===== src/hw/rtl/nwt_pkg.sv =====
package nwt_pkg;

    localparam int unsigned VALUE_W = 20;
    localparam int unsigned WORD_W  = 5;
    localparam int unsigned DIG_W   = 4;
    localparam int unsigned NUM_STG = 5;
    localparam int unsigned NUM_PH  = 9;

    localparam logic [VALUE_W-1:0] MAX_VALUE = 20'd999999;

    localparam logic [WORD_W-1:0] TOK_TEN      = 5'd10;
    localparam logic [WORD_W-1:0] TOK_TENS_OFS = 5'd18;
    localparam logic [WORD_W-1:0] TOK_HUNDRED  = 5'd28;
    localparam logic [WORD_W-1:0] TOK_THOUSAND = 5'd29;
    localparam logic [WORD_W-1:0] TOK_LAKHS    = 5'd30;

    typedef enum logic [3:0] {
        PH_LAKH_DIG = 4'd0,
        PH_LAKHS    = 4'd1,
        PH_TH_HI    = 4'd2,
        PH_TH_LO    = 4'd3,
        PH_THOUSAND = 4'd4,
        PH_HUN_DIG  = 4'd5,
        PH_HUNDRED  = 4'd6,
        PH_TENS     = 4'd7,
        PH_UNIT     = 4'd8
    } t_phase;

    typedef struct packed {
        logic [DIG_W-1:0]   digit;
        logic [VALUE_W-1:0] rem;
    } t_dig_step;

    function automatic int unsigned stage_weight(input int unsigned k);
        int unsigned w;
        case (k)
            1:       w = 100000;
            2:       w = 10000;
            3:       w = 1000;
            4:       w = 100;
            default: w = 10;
        endcase
        return w;
    endfunction

    function automatic t_dig_step dig_step(input logic [VALUE_W-1:0] rem,
                                           input int unsigned weight);
        t_dig_step r;
        r.digit = '0;
        r.rem   = rem;
        for (int unsigned m = 1; m <= 9; m++) begin
            if (rem >= VALUE_W'(m * weight)) begin
                r.digit = DIG_W'(m);
                r.rem   = rem - VALUE_W'(m * weight);
            end
        end
        return r;
    endfunction

endpackage


===== src/hw/rtl/number_to_word_tokens_core.sv =====
// An accepted number passes stage 0, five digit stages and the token mask to o_strobe.
// Throughput: one token per cycle; a number gives 1 to 9 tokens on the result port,
// and numbers follow each other with no gap.
// Five digit stages stall behind the token emitter through busy; results are never held.
// Reset (i_rst_n low at a clock edge) empties all stages and drops tokens in flight.
module number_to_word_tokens_core (
    input  logic                        i_clk,
    input  logic                        i_rst_n,
    input  logic                        start,
    output logic                        busy,
    input  logic [nwt_pkg::VALUE_W-1:0] i_value,
    output logic                        o_strobe,
    output logic [nwt_pkg::WORD_W-1:0]  o_word,
    output logic                        o_last,
    output logic                        o_out_of_range
);

    logic                        r_vld [0:nwt_pkg::NUM_STG];
    logic                        r_oor [0:nwt_pkg::NUM_STG];
    logic [nwt_pkg::VALUE_W-1:0] r_rem [0:nwt_pkg::NUM_STG];
    logic [nwt_pkg::DIG_W-1:0]   r_dig [1:nwt_pkg::NUM_STG][1:nwt_pkg::NUM_STG];
    logic                        adv   [0:nwt_pkg::NUM_STG+1];
    nwt_pkg::t_dig_step          n_step [1:nwt_pkg::NUM_STG];

    logic [nwt_pkg::NUM_PH-1:0]  r_mask;
    logic [nwt_pkg::NUM_PH-1:0]  n_mask;
    logic [nwt_pkg::NUM_PH-1:0]  load_mask;
    logic [nwt_pkg::NUM_PH-1:0]  rest_mask;
    logic                        r_em_oor;
    logic [nwt_pkg::DIG_W-1:0]   r_em_dig [1:nwt_pkg::NUM_STG];
    logic [nwt_pkg::DIG_W-1:0]   r_em_unit;
    logic                        em_load;
    nwt_pkg::t_phase             cur_ph;
    logic [nwt_pkg::WORD_W-1:0]  cur_word;

    logic                        r_strobe;
    logic [nwt_pkg::WORD_W-1:0]  r_word;
    logic                        r_last;
    logic                        r_out_oor;

    logic [nwt_pkg::DIG_W-1:0]   s_l, s_tt, s_t, s_h, s_d, s_u;
    logic [nwt_pkg::DIG_W-1:0]   e_tt, e_d;
    logic [nwt_pkg::WORD_W-1:0]  e_l, e_t, e_h, e_u;

    // stall chain: a stage moves when empty or when the next one moves
    assign rest_mask = r_mask & (r_mask - nwt_pkg::NUM_PH'(1));

    always_comb begin
        adv[nwt_pkg::NUM_STG+1] = (rest_mask == '0);
        for (int k = nwt_pkg::NUM_STG; k >= 0; k--) begin
            adv[k] = !r_vld[k] || adv[k+1];
        end
    end

    assign busy    = !adv[0];
    assign em_load = r_vld[nwt_pkg::NUM_STG] && adv[nwt_pkg::NUM_STG+1];

    always_comb begin
        for (int k = 1; k <= nwt_pkg::NUM_STG; k++) begin
            n_step[k] = nwt_pkg::dig_step(r_rem[k-1], nwt_pkg::stage_weight(k));
        end
    end

    always_ff @(posedge i_clk) begin
        if (!i_rst_n) begin
            for (int k = 0; k <= nwt_pkg::NUM_STG; k++) begin
                r_vld[k] <= 1'b0;
            end
        end else begin
            if (adv[0]) begin
                r_vld[0] <= start;
            end
            for (int k = 1; k <= nwt_pkg::NUM_STG; k++) begin
                if (adv[k]) begin
                    r_vld[k] <= r_vld[k-1];
                end
            end
        end
    end

    always_ff @(posedge i_clk) begin
        if (adv[0] && start) begin
            r_rem[0] <= i_value;
            r_oor[0] <= (i_value > nwt_pkg::MAX_VALUE);
        end
        for (int k = 1; k <= nwt_pkg::NUM_STG; k++) begin
            if (adv[k]) begin
                r_rem[k]    <= n_step[k].rem;
                r_oor[k]    <= r_oor[k-1];
                r_dig[k][k] <= n_step[k].digit;
                for (int j = 1; j < k; j++) begin
                    r_dig[k][j] <= r_dig[k-1][j];
                end
            end
        end
    end

    // token plan of the number leaving the last digit stage
    always_comb begin
        s_l  = r_dig[nwt_pkg::NUM_STG][1];
        s_tt = r_dig[nwt_pkg::NUM_STG][2];
        s_t  = r_dig[nwt_pkg::NUM_STG][3];
        s_h  = r_dig[nwt_pkg::NUM_STG][4];
        s_d  = r_dig[nwt_pkg::NUM_STG][5];
        s_u  = r_rem[nwt_pkg::NUM_STG][nwt_pkg::DIG_W-1:0];
        load_mask = '0;
        if (r_oor[nwt_pkg::NUM_STG]) begin
            load_mask[nwt_pkg::PH_UNIT] = 1'b1;
        end else begin
            load_mask[nwt_pkg::PH_LAKH_DIG] = (s_l != '0);
            load_mask[nwt_pkg::PH_LAKHS]    = (s_l != '0);
            load_mask[nwt_pkg::PH_TH_HI]    = (s_tt >= 4'd2);
            load_mask[nwt_pkg::PH_TH_LO]    = (s_tt >= 4'd2) ? (s_t != '0)
                                                             : ((s_tt | s_t) != '0);
            load_mask[nwt_pkg::PH_THOUSAND] = ((s_tt | s_t) != '0);
            load_mask[nwt_pkg::PH_HUN_DIG]  = (s_h != '0);
            load_mask[nwt_pkg::PH_HUNDRED]  = (s_h != '0);
            load_mask[nwt_pkg::PH_TENS]     = (s_d >= 4'd2);
            load_mask[nwt_pkg::PH_UNIT]     = (s_d >= 4'd2) ? (s_u != '0)
                : (((s_d | s_u) != '0) ||
                   ((s_l | s_tt | s_t | s_h) == '0));
        end
    end

    assign n_mask = em_load ? load_mask : rest_mask;

    always_comb begin
        cur_ph = nwt_pkg::PH_UNIT;
        for (int p = nwt_pkg::NUM_PH - 1; p >= 0; p--) begin
            if (r_mask[p]) begin
                cur_ph = nwt_pkg::t_phase'(p[3:0]);
            end
        end
    end

    always_comb begin
        e_tt = r_em_dig[2];
        e_d  = r_em_dig[5];
        e_l  = {1'b0, r_em_dig[1]};
        e_t  = {1'b0, r_em_dig[3]};
        e_h  = {1'b0, r_em_dig[4]};
        e_u  = {1'b0, r_em_unit};
        case (cur_ph)
            nwt_pkg::PH_LAKH_DIG: cur_word = e_l;
            nwt_pkg::PH_LAKHS:    cur_word = nwt_pkg::TOK_LAKHS;
            nwt_pkg::PH_TH_HI:    cur_word = nwt_pkg::TOK_TENS_OFS + {1'b0, e_tt};
            nwt_pkg::PH_TH_LO:    cur_word = (e_tt == 4'd1) ? (nwt_pkg::TOK_TEN + e_t) : e_t;
            nwt_pkg::PH_THOUSAND: cur_word = nwt_pkg::TOK_THOUSAND;
            nwt_pkg::PH_HUN_DIG:  cur_word = e_h;
            nwt_pkg::PH_HUNDRED:  cur_word = nwt_pkg::TOK_HUNDRED;
            nwt_pkg::PH_TENS:     cur_word = nwt_pkg::TOK_TENS_OFS + {1'b0, e_d};
            nwt_pkg::PH_UNIT:     cur_word = (e_d == 4'd1) ? (nwt_pkg::TOK_TEN + e_u) : e_u;
            default:              cur_word = '0;
        endcase
        if (r_em_oor) begin
            cur_word = '0;
        end
    end

    always_ff @(posedge i_clk) begin
        if (!i_rst_n) begin
            r_mask   <= '0;
            r_strobe <= 1'b0;
        end else begin
            r_mask   <= n_mask;
            r_strobe <= (r_mask != '0);
        end
    end

    always_ff @(posedge i_clk) begin
        if (em_load) begin
            r_em_oor  <= r_oor[nwt_pkg::NUM_STG];
            r_em_unit <= s_u;
            for (int j = 1; j <= nwt_pkg::NUM_STG; j++) begin
                r_em_dig[j] <= r_dig[nwt_pkg::NUM_STG][j];
            end
        end
        r_word    <= cur_word;
        r_last    <= (rest_mask == '0);
        r_out_oor <= r_em_oor;
    end

    assign o_strobe       = r_strobe;
    assign o_word         = r_word;
    assign o_last         = r_last;
    assign o_out_of_range = r_out_oor;

endmodule


===== config.mk =====
export PLATFORM = sky130hd
export DESIGN_NAME = number_to_word_tokens_core
export DESIGN_NICKNAME = d
export VERILOG_FILES = /design/src/hw/rtl/nwt_pkg.sv /design/src/hw/rtl/number_to_word_tokens_core.sv
export SDC_FILE = /design/constraint.sdc
export NUM_CORES = 1
export LEC_CHECK = 0
export ABC_AREA = 1
export BUFFER_PORTS_ARGS = -buffer_cell sky130_fd_sc_hd__buf_2
export CAP_MARGIN = 20
export CORE_MARGIN = 4
export CORE_UTILIZATION = 40
export CTS_BUF_LIST = sky130_fd_sc_hd__clkbuf_8
export CTS_CLUSTER_DIAMETER = 200
export CTS_CLUSTER_SIZE = 16
export DETAILED_ROUTE_END_ITERATION = 6
export GPL_ROUTABILITY_DRIVEN = 1
export SLEW_MARGIN = 20
export SYNTH_ARGS = -nofsm -noshare
export SYNTH_HDL_FRONTEND = slang
export SYNTH_SLANG_ARGS = --single-unit

===== constraint.sdc =====
create_clock -name i_clk -period 4.2 [get_ports i_clk]
set_clock_uncertainty 0.05 [all_clocks]
set_input_delay 0.42 -clock i_clk [delete_from_list [all_inputs] [get_ports i_clk]]
set_output_delay 0.42 -clock i_clk [all_outputs]
set_load 0.01 [all_outputs]

### Word level (Yosys, flattened, before mapping)

Memory sizes are Yosys's and may differ from the RTL's.
Cells that the tools add are included.

* register bits: 22
* memory bits (writable): 252
* input port bits: 23
* word-level logic and storage cells: 253
* memories: 5

Memories
* r_rem: words 6, width 20, read ports 6, clocked after memory_dff 0, wr ports 6, RTL line number_to_word_tokens_core.sv:20 `logic [nwt_pkg::VALUE_W-1:0] r_rem [0:nwt_pkg::NUM_STG];`
* r_dig: words 5, width 20, read ports 5, clocked after memory_dff 0, wr ports 5, RTL line number_to_word_tokens_core.sv:21 `logic [nwt_pkg::DIG_W-1:0] r_dig [1:nwt_pkg::NUM_STG][1:nwt_pkg::NUM_STG];`
* r_em_dig: words 5, width 4, read ports 5, clocked after memory_dff 0, wr ports 5, RTL line number_to_word_tokens_core.sv:30 `logic [nwt_pkg::DIG_W-1:0] r_em_dig [1:nwt_pkg::NUM_STG];`
* r_oor: words 6, width 1, read ports 6, clocked after memory_dff 0, wr ports 6, RTL line number_to_word_tokens_core.sv:19 `logic r_oor [0:nwt_pkg::NUM_STG];`
* r_vld: words 6, width 1, read ports 6, clocked after memory_dff 0, wr ports 6, RTL line number_to_word_tokens_core.sv:18 `logic r_vld [0:nwt_pkg::NUM_STG];`

* add/subtract/negate cells: 50
* $lt $le $gt $ge: 48
* equal/unequal tests: 10
* mux-type cells: 95
* bitwise logic cells: 12
* reductions and logical operators: 26

Operators with widths (number)
* 2-to-1 mux 23 bit: 20
* 2-to-1 mux 24 bit: 10
* 2-to-1 mux 22 bit: 10
* 2-to-1 mux 21 bit: 5
* greater-or-equal comparator 20 x 10 -> 1 bit, second input constant: 5
* subtractor 20 x 10 -> 20 bit, second input constant: 5
* greater-or-equal comparator 20 x 13 -> 1 bit, second input constant: 4
* greater-or-equal comparator 20 x 17 -> 1 bit, second input constant: 4
* greater-or-equal comparator 20 bit, second input constant: 4
* greater-or-equal comparator 20 x 7 -> 1 bit, second input constant: 4
* subtractor 20 x 13 -> 20 bit, second input constant: 4
* subtractor 20 x 17 -> 20 bit, second input constant: 4
* subtractor 20 bit, second input constant: 4
* subtractor 20 x 7 -> 20 bit, second input constant: 4
* greater-or-equal comparator 20 x 16 -> 1 bit, second input constant: 3
* greater-or-equal comparator 20 x 19 -> 1 bit, second input constant: 3
* greater-or-equal comparator 20 x 6 -> 1 bit, second input constant: 3
* greater-or-equal comparator 20 x 9 -> 1 bit, second input constant: 3
* subtractor 20 x 16 -> 20 bit, second input constant: 3
* subtractor 20 x 19 -> 20 bit, second input constant: 3
* subtractor 20 x 6 -> 20 bit, second input constant: 3
* subtractor 20 x 9 -> 20 bit, second input constant: 3
* case mux 5 bit (9 select lines): 1
* greater-or-equal comparator 20 x 12 -> 1 bit, second input constant: 2
* 39 further kinds: 127

### Logic depth before layout (Yosys ltp)

Gate-level depths: netlist of run 1.

* depth after elaboration: 13
* mapped depth: 22
* gate-level depth less buffers: 22

### Least setup slack after synthesis of run 1

OpenSTA, ideal clock, no wires.

* path kind: reg2reg
* start: reg r_mask[2] (netlist name)
* end: mem r_oor[0], enable pin
* library setup time: 0.376 ns
* arrival: 3.678 ns
* data required time: 3.774 ns
* path slack: 0.096 ns
* cell stages (with the launch flop): 14
* buffers on the path: 0
* path through: dfxtp_1 nor2_1 nand2_4 o21ai_0 nand2_1 nor2_1 nand2_1 nand2_1 nor2_2 nand2_1 nor2_2 nand2_2 o21ai_1 inv_1

RTL lines
* from (decl): RTL line number_to_word_tokens_core.sv:25 `logic [nwt_pkg::NUM_PH-1:0] r_mask;`
* from (signal assigned): RTL line number_to_word_tokens_core.sv:165 `r_mask <= n_mask;`
* to (decl): RTL line number_to_word_tokens_core.sv:19

==> impl_metrics.ini, run 1 <==
[clock_tree]
cts.reportedPaths.clkPinSlew_ns = 0.13
cts-root-buf = clkbuf_8
numCtsBuffers = 17
clock_sinks = 218
cts_tree = done
cts_buffer_depth = 3
htreeDepth = 1
clkLatencyLatePin_ns = 0.54
postCtsSetupBuffers = 0

[timing]
min_period_ns = 3.77
fin_crit_sh_pct = 89.7
setup_viol = 0
tns_ns = 0
max_slew_margin_pct = 36.7
rsz0062_at_grt = no
tightest_slew_ns = 0.946
hold_violations = 0
max_freq_ghz = 0.265
drv_slew = 0

[critical_path]
worstPathRequired_ns = 4.46
cp-start-kind = flop
crit_fanout = 14
r2r_setup_slack_ns = 0.43
cp.arrival_ns = 4.03
critical_path_class = flop to flop
worst_setup_path_end_kind = flop

[logic_synthesis]
ys.flop_type = edfxtp_1
synth_fp_nets = 2852
synthesis.instances = 2746
ys_warn_count = 0
synthTopCellsByArea = edfxtp_1, nand2_1, a21oi_1
syn_area_mm2 = 0.0189
yosysSeqAreaShare_pct = 33.7
avgSynthCellArea_um2 = 6.89
yosysTopAreaCellShare_pct = 31.9
synth.distinct_cells = 65
ys_async_sr_fraction_pct = 0
synth_area_leader_cell = edfxtp_1
synth_seq_cells = 218
synth-edff-count = 201

[die]
die_w_um = 225
start_util_pct = 40.6
fp.coreArea_mm2 = 0.0467
top_level_ports = 32
rows = 79
die_h_um = 225
die_area_mm2 = 0.0508

[power_and_ir_drop]
pwr_density_cell_mw_per_mm2 = 378
total_power_mw = 7.57
max-vdd-ir-drop_v = 0.000171
p_leak_nw = 8.70

[min_path]
hold_class = primary input to flop

[routing]
firstDrtPassIters = 7
drt_iter0_markers = 1849
via_per_inst = 5.60
wl_per_cell_um = 18.4
vias = 18900
drt_wl_total_um = 62400
drc = 0
ant_nets = 0

[finish]
area_growth_pct = 5.73
drive_gt1_share_pct = 9.48
fin_util_pct = 42.9
nets = 2874
final_cells = 3383
final_area_mm2 = 0.0200

[place]
place_hpwl_um = 47700
place_inst = 3340
globalplace.congestion = 1.03
port_buffers = 31
place_area_mm2 = 0.0196

[global_route]
grt_max_degree = 39
grt_usage_pct = 23.8
antenna_found_initial = 2
grt_pass1_wl_um = 98300
grt_overflow = 0
grt_pass1_vias = 17800

[status]
status = completed

[job]
max-cap-violations = 0
[path summary, 6_finish.rpt]
check                                  start             to  cells past startpoint
worst max-delay path             r_rem[1][6]   r_rem[2][15]                     18
worst min-delay path              i_value[9]    r_rem[0][9]                      1
worst max register to register   r_rem[1][6]   r_rem[2][15]                     18
worst min register to register  r_dig[0][86]  r_dig[0][106]                      0
[routing by layer]
layer  track usage, %  vias to the layer above  routed length (um)
met1             32.2                     8727               26400
met4             8.77                        2                2450
met2             39.4                      928               29200
met5                0                        -                  13
met3             2.76                      157                4410
li1                 -                     9116                   -
[state kept, by name, indices dropped and copies added (netlist names)]
register,flops
r_rem,104
r_dig,60
r_em_dig,20
r_mask,9
r_oor,6
r_vld,6
o_word,5
r_em_unit,4
o_last,1
o_out_of_range,1
o_strobe,1
r_em_oor,1
[layout by cell type (no fill, tap or decap), types with 5 or more instances in the layout]
| master | count |
|---|---|
| o21ai_2 | 6 |
| a31oi_1 | 24 |
| nand4_1 | 37 |
| dlygate4sd3_1 | 16 |
| buf_2 | 31 |
| o21ai_0 | 109 |
| nor3_1 | 53 |
| a21o_1 | 5 |
| inv_2 | 52 |
| nor2_1 | 292 |
| nand2_2 | 23 |
| o21bai_1 | 6 |
| nand3_1 | 174 |
| nand2_1 | 820 |
| nand3_2 | 9 |
| edfxtp_1 | 201 |
| nor4_1 | 7 |
| clkinv_1 | 6 |
| clkbuf_8 | 17 |
| nand2_4 | 7 |
| dfxtp_1 | 17 |
| ha_1 | 83 |
| o21a_1 | 8 |
| nand3b_1 | 7 |
| a21oi_1 | 229 |
| inv_1 | 267 |
| a21oi_2 | 13 |
| xnor2_1 | 10 |
| xor2_1 | 44 |
| nor2_4 | 13 |
| o211ai_1 | 14 |
| inv_4 | 6 |
| o22ai_1 | 13 |
| o21ai_1 | 47 |
| buf_4 | 36 |
| nor2_2 | 26 |
[through the flow]
step	worst slack (ns)	hold slack, ns
floorplan	0.0959	0.350
global placement	0.480	0.352
detailed placement	0.461	0.355
CTS	0.485	0.00519
global route	0.211	0.000620
finish	0.432	0.0393
[where the power goes]
part | internal [mW] | switching [mW]
combinational | 0.998 | 2.18
clock | 0.383 | 0.714
sequential | 2.78 | 0.514
total | 4.16 | 3.41
[worst max-delay path, cell delays in order, from the launching register on]
cell and delay, ns:
edfxtp_1 0.76, inv_1 0.35, ha_1 0.36, a21boi_1 0.27
o21ai_1 0.17, nand2_1 0.08, nand2_1 0.34, inv_2 0.34
nand3_1 0.19, nand2_1 0.11, nand2_1 0.05, nand2_1 0.07
nand2_1 0.05, nand2_1 0.06, nand2_1 0.06, nand2_1 0.08
nand2_1 0.05, nand2_1 0.05, nand2_1 0.06
[synthesized netlist by cell type, types with 17 or more instances]
master / n
nor2_2: 26
nand2_1: 820
inv_2: 52
nor3_1: 53
o21ai_0: 109
edfxtp_1: 201
inv_1: 260
buf_4: 26
o21ai_1: 47
nand4_1: 37
buf_2: 30
nand3_1: 174
xor2_1: 44
a31oi_1: 24
nor2_1: 292
nand2_2: 23
dfxtp_1: 17
a21oi_1: 229
ha_1: 83
[cells by family (layout without fill, tap and decap cells)]
| logic type | Yosys count | after routing | synth area share (%) |
|---|---|---|---|
| fa+ha+maj | 83 | 83 | 5.49 |
| compound gates | 497 | 497 | 14.9 |
| buf+inv | 409 | 438 | 9.52 |
| other cells | 0 | 1 | 0 |
| xor+xnor | 54 | 54 | 2.50 |
| simple gates | 1485 | 1485 | 33.9 |
| flops | 218 | 218 | 33.7 |
[what timing repair did]
| item | 4_1_cts | 5_1_grt |
|---|---|---|
| hold endpoints to repair | 16 | 0 |
| gates resized for setup | 0 | 0 |
| hold buffers | 16 | 0 |
[area by class of cell]
class                      count  area (um^2)
multi-input combinational   2119        10700
clock buffer                  17          234
timing repair buffer          83          586
antenna                        1         2.50
inverter                     329         1260
clock inverter                 9         42.5
sequential                   218         6380
fill                        4869        26600
tap                          607          759
No activity file was read; power rests on OpenSTA's default activity.
==> run 2: changes to the inputs <==
--- a/config.mk
+++ b/config.mk
@@ -10,11 +10,12 @@
 export CAP_MARGIN = 20
 export CORE_MARGIN = 4
 export CORE_UTILIZATION = 40
-export CTS_BUF_LIST = sky130_fd_sc_hd__clkbuf_8
+export CTS_BUF_LIST = sky130_fd_sc_hd__clkbuf_2 sky130_fd_sc_hd__clkbuf_4 sky130_fd_sc_hd__clkbuf_8
 export CTS_CLUSTER_DIAMETER = 200
 export CTS_CLUSTER_SIZE = 16
 export DETAILED_ROUTE_END_ITERATION = 6
 export GPL_ROUTABILITY_DRIVEN = 1
+export SETUP_SLACK_MARGIN = 0.4
 export SLEW_MARGIN = 20
 export SYNTH_ARGS = -nofsm -noshare
 export SYNTH_HDL_FRONTEND = slang
==> constraint.sdc (replaced) <==
create_clock -name i_clk -period 3.4 [get_ports i_clk]
set_clock_uncertainty 0.05 [all_clocks]
set_input_delay 0.34 -clock i_clk [delete_from_list [all_inputs] [get_ports i_clk]]
set_output_delay 0.34 -clock i_clk [all_outputs]
set_load 0.01 [all_outputs]
==> run 2 against run 1 <==
Against the previous run:
- clock power up 30%
- largest cell class unchanged
- critical path depth unchanged
- sequential cell count is the same
==> impl_metrics.ini, run 2 (synthesis gave the netlist of run 1 again) <==
[status]
status = completed

[power_and_ir_drop]
p_leak_nw = 9.41
p_switching_mw = 4.32
sw_frac_of_total_pct = 44.2
clkPwrFrac_pct = 14.6
total_power_mw = 9.77
comb_power_share_pct = 45.2
share_seq_of_total_power_pct = 40.2
pwr_density_cell_mw_per_mm2 = 456
intPower_mw = 5.45
max-vdd-ir-drop_v = 0.000217

[timing]
tns_ns = 0
fin_crit_sh_pct = 84.8
rsz0062_at_grt = yes
max_freq_ghz = 0.347
max_slew_margin_pct = 41.8
hold_violations = 0
tightest_slew_ns = 0.864
setup_viol = 0
min_period_ns = 2.88
drv_slew = 0

[die]
die_area_mm2 = 0.0508
fp.coreArea_mm2 = 0.0467
start_util_pct = 40.6
die_w_um = 225
rows = 79
top_level_ports = 32
die_h_um = 225

[global_route]
grt_usage_pct = 23.8
antenna_found_initial = 2
grt_pass1_wl_um = 98300
grt_overflow = 0
grt_pass1_vias = 18000
grt_max_degree = 39

[finish]
top_regs = r_rem: 104 flops, r_dig: 60 flops, r_em_dig: 20 flops
nets = 3011
mostFrequentLayoutCells = nand2_1, nor2_1, inv_1
final_common_cell = nand2_1
drive_gt1_share_pct = 15.7
largest_reg_flops = 104
num-fill-cells = 4821
area_growth_pct = 13.2
top_register = r_rem

[critical_path]
cp-start-kind = flop
endpoint = r_rem[1][11]
startpoint = r_rem[0][7]
r2r_end = r_rem[1][11]
cp.arrival_ns = 3.11
worstPathRequired_ns = 3.62
r2r_setup_slack_ns = 0.52
crit_fanout = 8
rr_worst_depth = 18
worst_setup_path_end_kind = flop
critical_path_class = flop to flop
r2r_start = r_rem[0][7]

[clock_tree]
clkLatencyLatePin_ns = 0.54
cts.reportedPaths.clkPinSlew_ns = 0.11
htreeDepth = 1
clock_sinks = 218
numCtsBuffers = 17
cts-root-buf = clkbuf_8
cts_buffer_depth = 3
cts_tree = done

[place]
globalplace.congestion = 1.02
port_buffers = 31
place_hpwl_um = 49100

[min_path]
min_path_cells = 3
hold_class = primary input to flop

[routing]
drc = 0
drt_wl_total_um = 63700
drt_iter0_markers = 2084
ant_nets = 0
wl_per_cell_um = 18.1
vias = 19400
via_per_inst = 5.51
firstDrtPassIters = 6

[job]
max-cap-violations = 0
[run 2: cell count changes in the layout (fill, tap and decap cells not counted), sizes merged]
cell | previous run | this run
buf | 67 | 200
dlygate4sd3 | 16 | 20
clkinvlp | 1 | 3
clkbuf | 17 | 24
inv | 326 | 317
[run 2: layer usage]
layer	vias to the layer above	global-route usage, %	part of all wire [%]
met5	-	0	0.020
met1	8953	32.5	43
li1	9390	-	-
met2	893	39.5	46
met4	2	8.32	3.7
met3	159	2.37	6.5
[run 2: layout make-up]
type,count,area (um^2),area share [%]
antenna,1,2.50,0.0117
clock buffer,24,287,1.34
multi-input combinational,2119,11000,51.5
timing repair buffer,220,1670,7.79
inverter,329,1270,5.94
sequential,218,6380,29.8
clock inverter,2,16.3,0.0760
tap,607,759,3.55
[run 2: worst min path at each step]
| stage | start | to | slack, ns |
|---|---|---|---|
| after floorplan | r_dig[0][84] | r_dig[0][104] | 0.35 |
| after global placement | r_dig[0][95] | r_dig[0][115] | 0.35 |
| after detailed placement | r_dig[0][56] | r_dig[0][76] | 0.36 |
| after CTS | start | r_vld[0][0] | 0.09 |
| after global routing | start | r_vld[0][0] | 0.10 |
| final | start | r_vld[0][0] | 0.12 |
[run 2: metrics by stage]
step | cells | hold WS (ns) | setup slack (ns) | instance area [um^2] | utilization, %
after global routing | 3520 | 0.101 | 0.359 | 21400 | 45.9
after detailed placement | 3418 | 0.356 | 0.164 | 20200 | 43.2
final | 3520 | 0.123 | 0.518 | 21400 | 45.9
after global placement | 3418 | 0.351 | 0.147 | 20200 | 43.2
after floorplan | 2746 | 0.350 | 0.523 | 18900 | -
after CTS | 3466 | 0.0857 | 0.414 | 20700 | 44.4
[run 2: worst max-delay path, cell delays in order, from the launching register on]
cell and delay [ns]:
edfxtp_1 0.43, clkinvlp_4 0.23, ha_1 0.27, nand2_1 0.07
nand2_1 0.07, nand2_1 0.11, nand2_1 0.08, nand2_1 0.13
o21ai_2 0.10, nand2_1 0.08, nand2_1 0.06, a21o_4 0.25
inv_2 0.22, o21a_1 0.14, nand2_1 0.05, nand2_1 0.08
nand2_1 0.06, nand2_1 0.05, nand2_1 0.09
[run 2: power by group through the flow]
stage / Clock, mW / Combinational (mW) / Sequential [mW]
after floorplan: 0 / 3.10 / 3.72
final: 1.43 / 4.42 / 3.93
after global routing: 1.58 / 4.86 / 3.97
after global placement: 0 / 4.12 / 3.98
after CTS: 1.50 / 4.15 / 3.93
after detailed placement: 0 / 4.11 / 3.99
[run 2: timing repair]
action	CTS	global route
pin swaps	2	14
cloned	0	0
endpoints found under the setup margin	39	68
resized for setup	7	72
hold endpoints to repair	20	0
buffers inserted	2	53
hold buffers	20	0
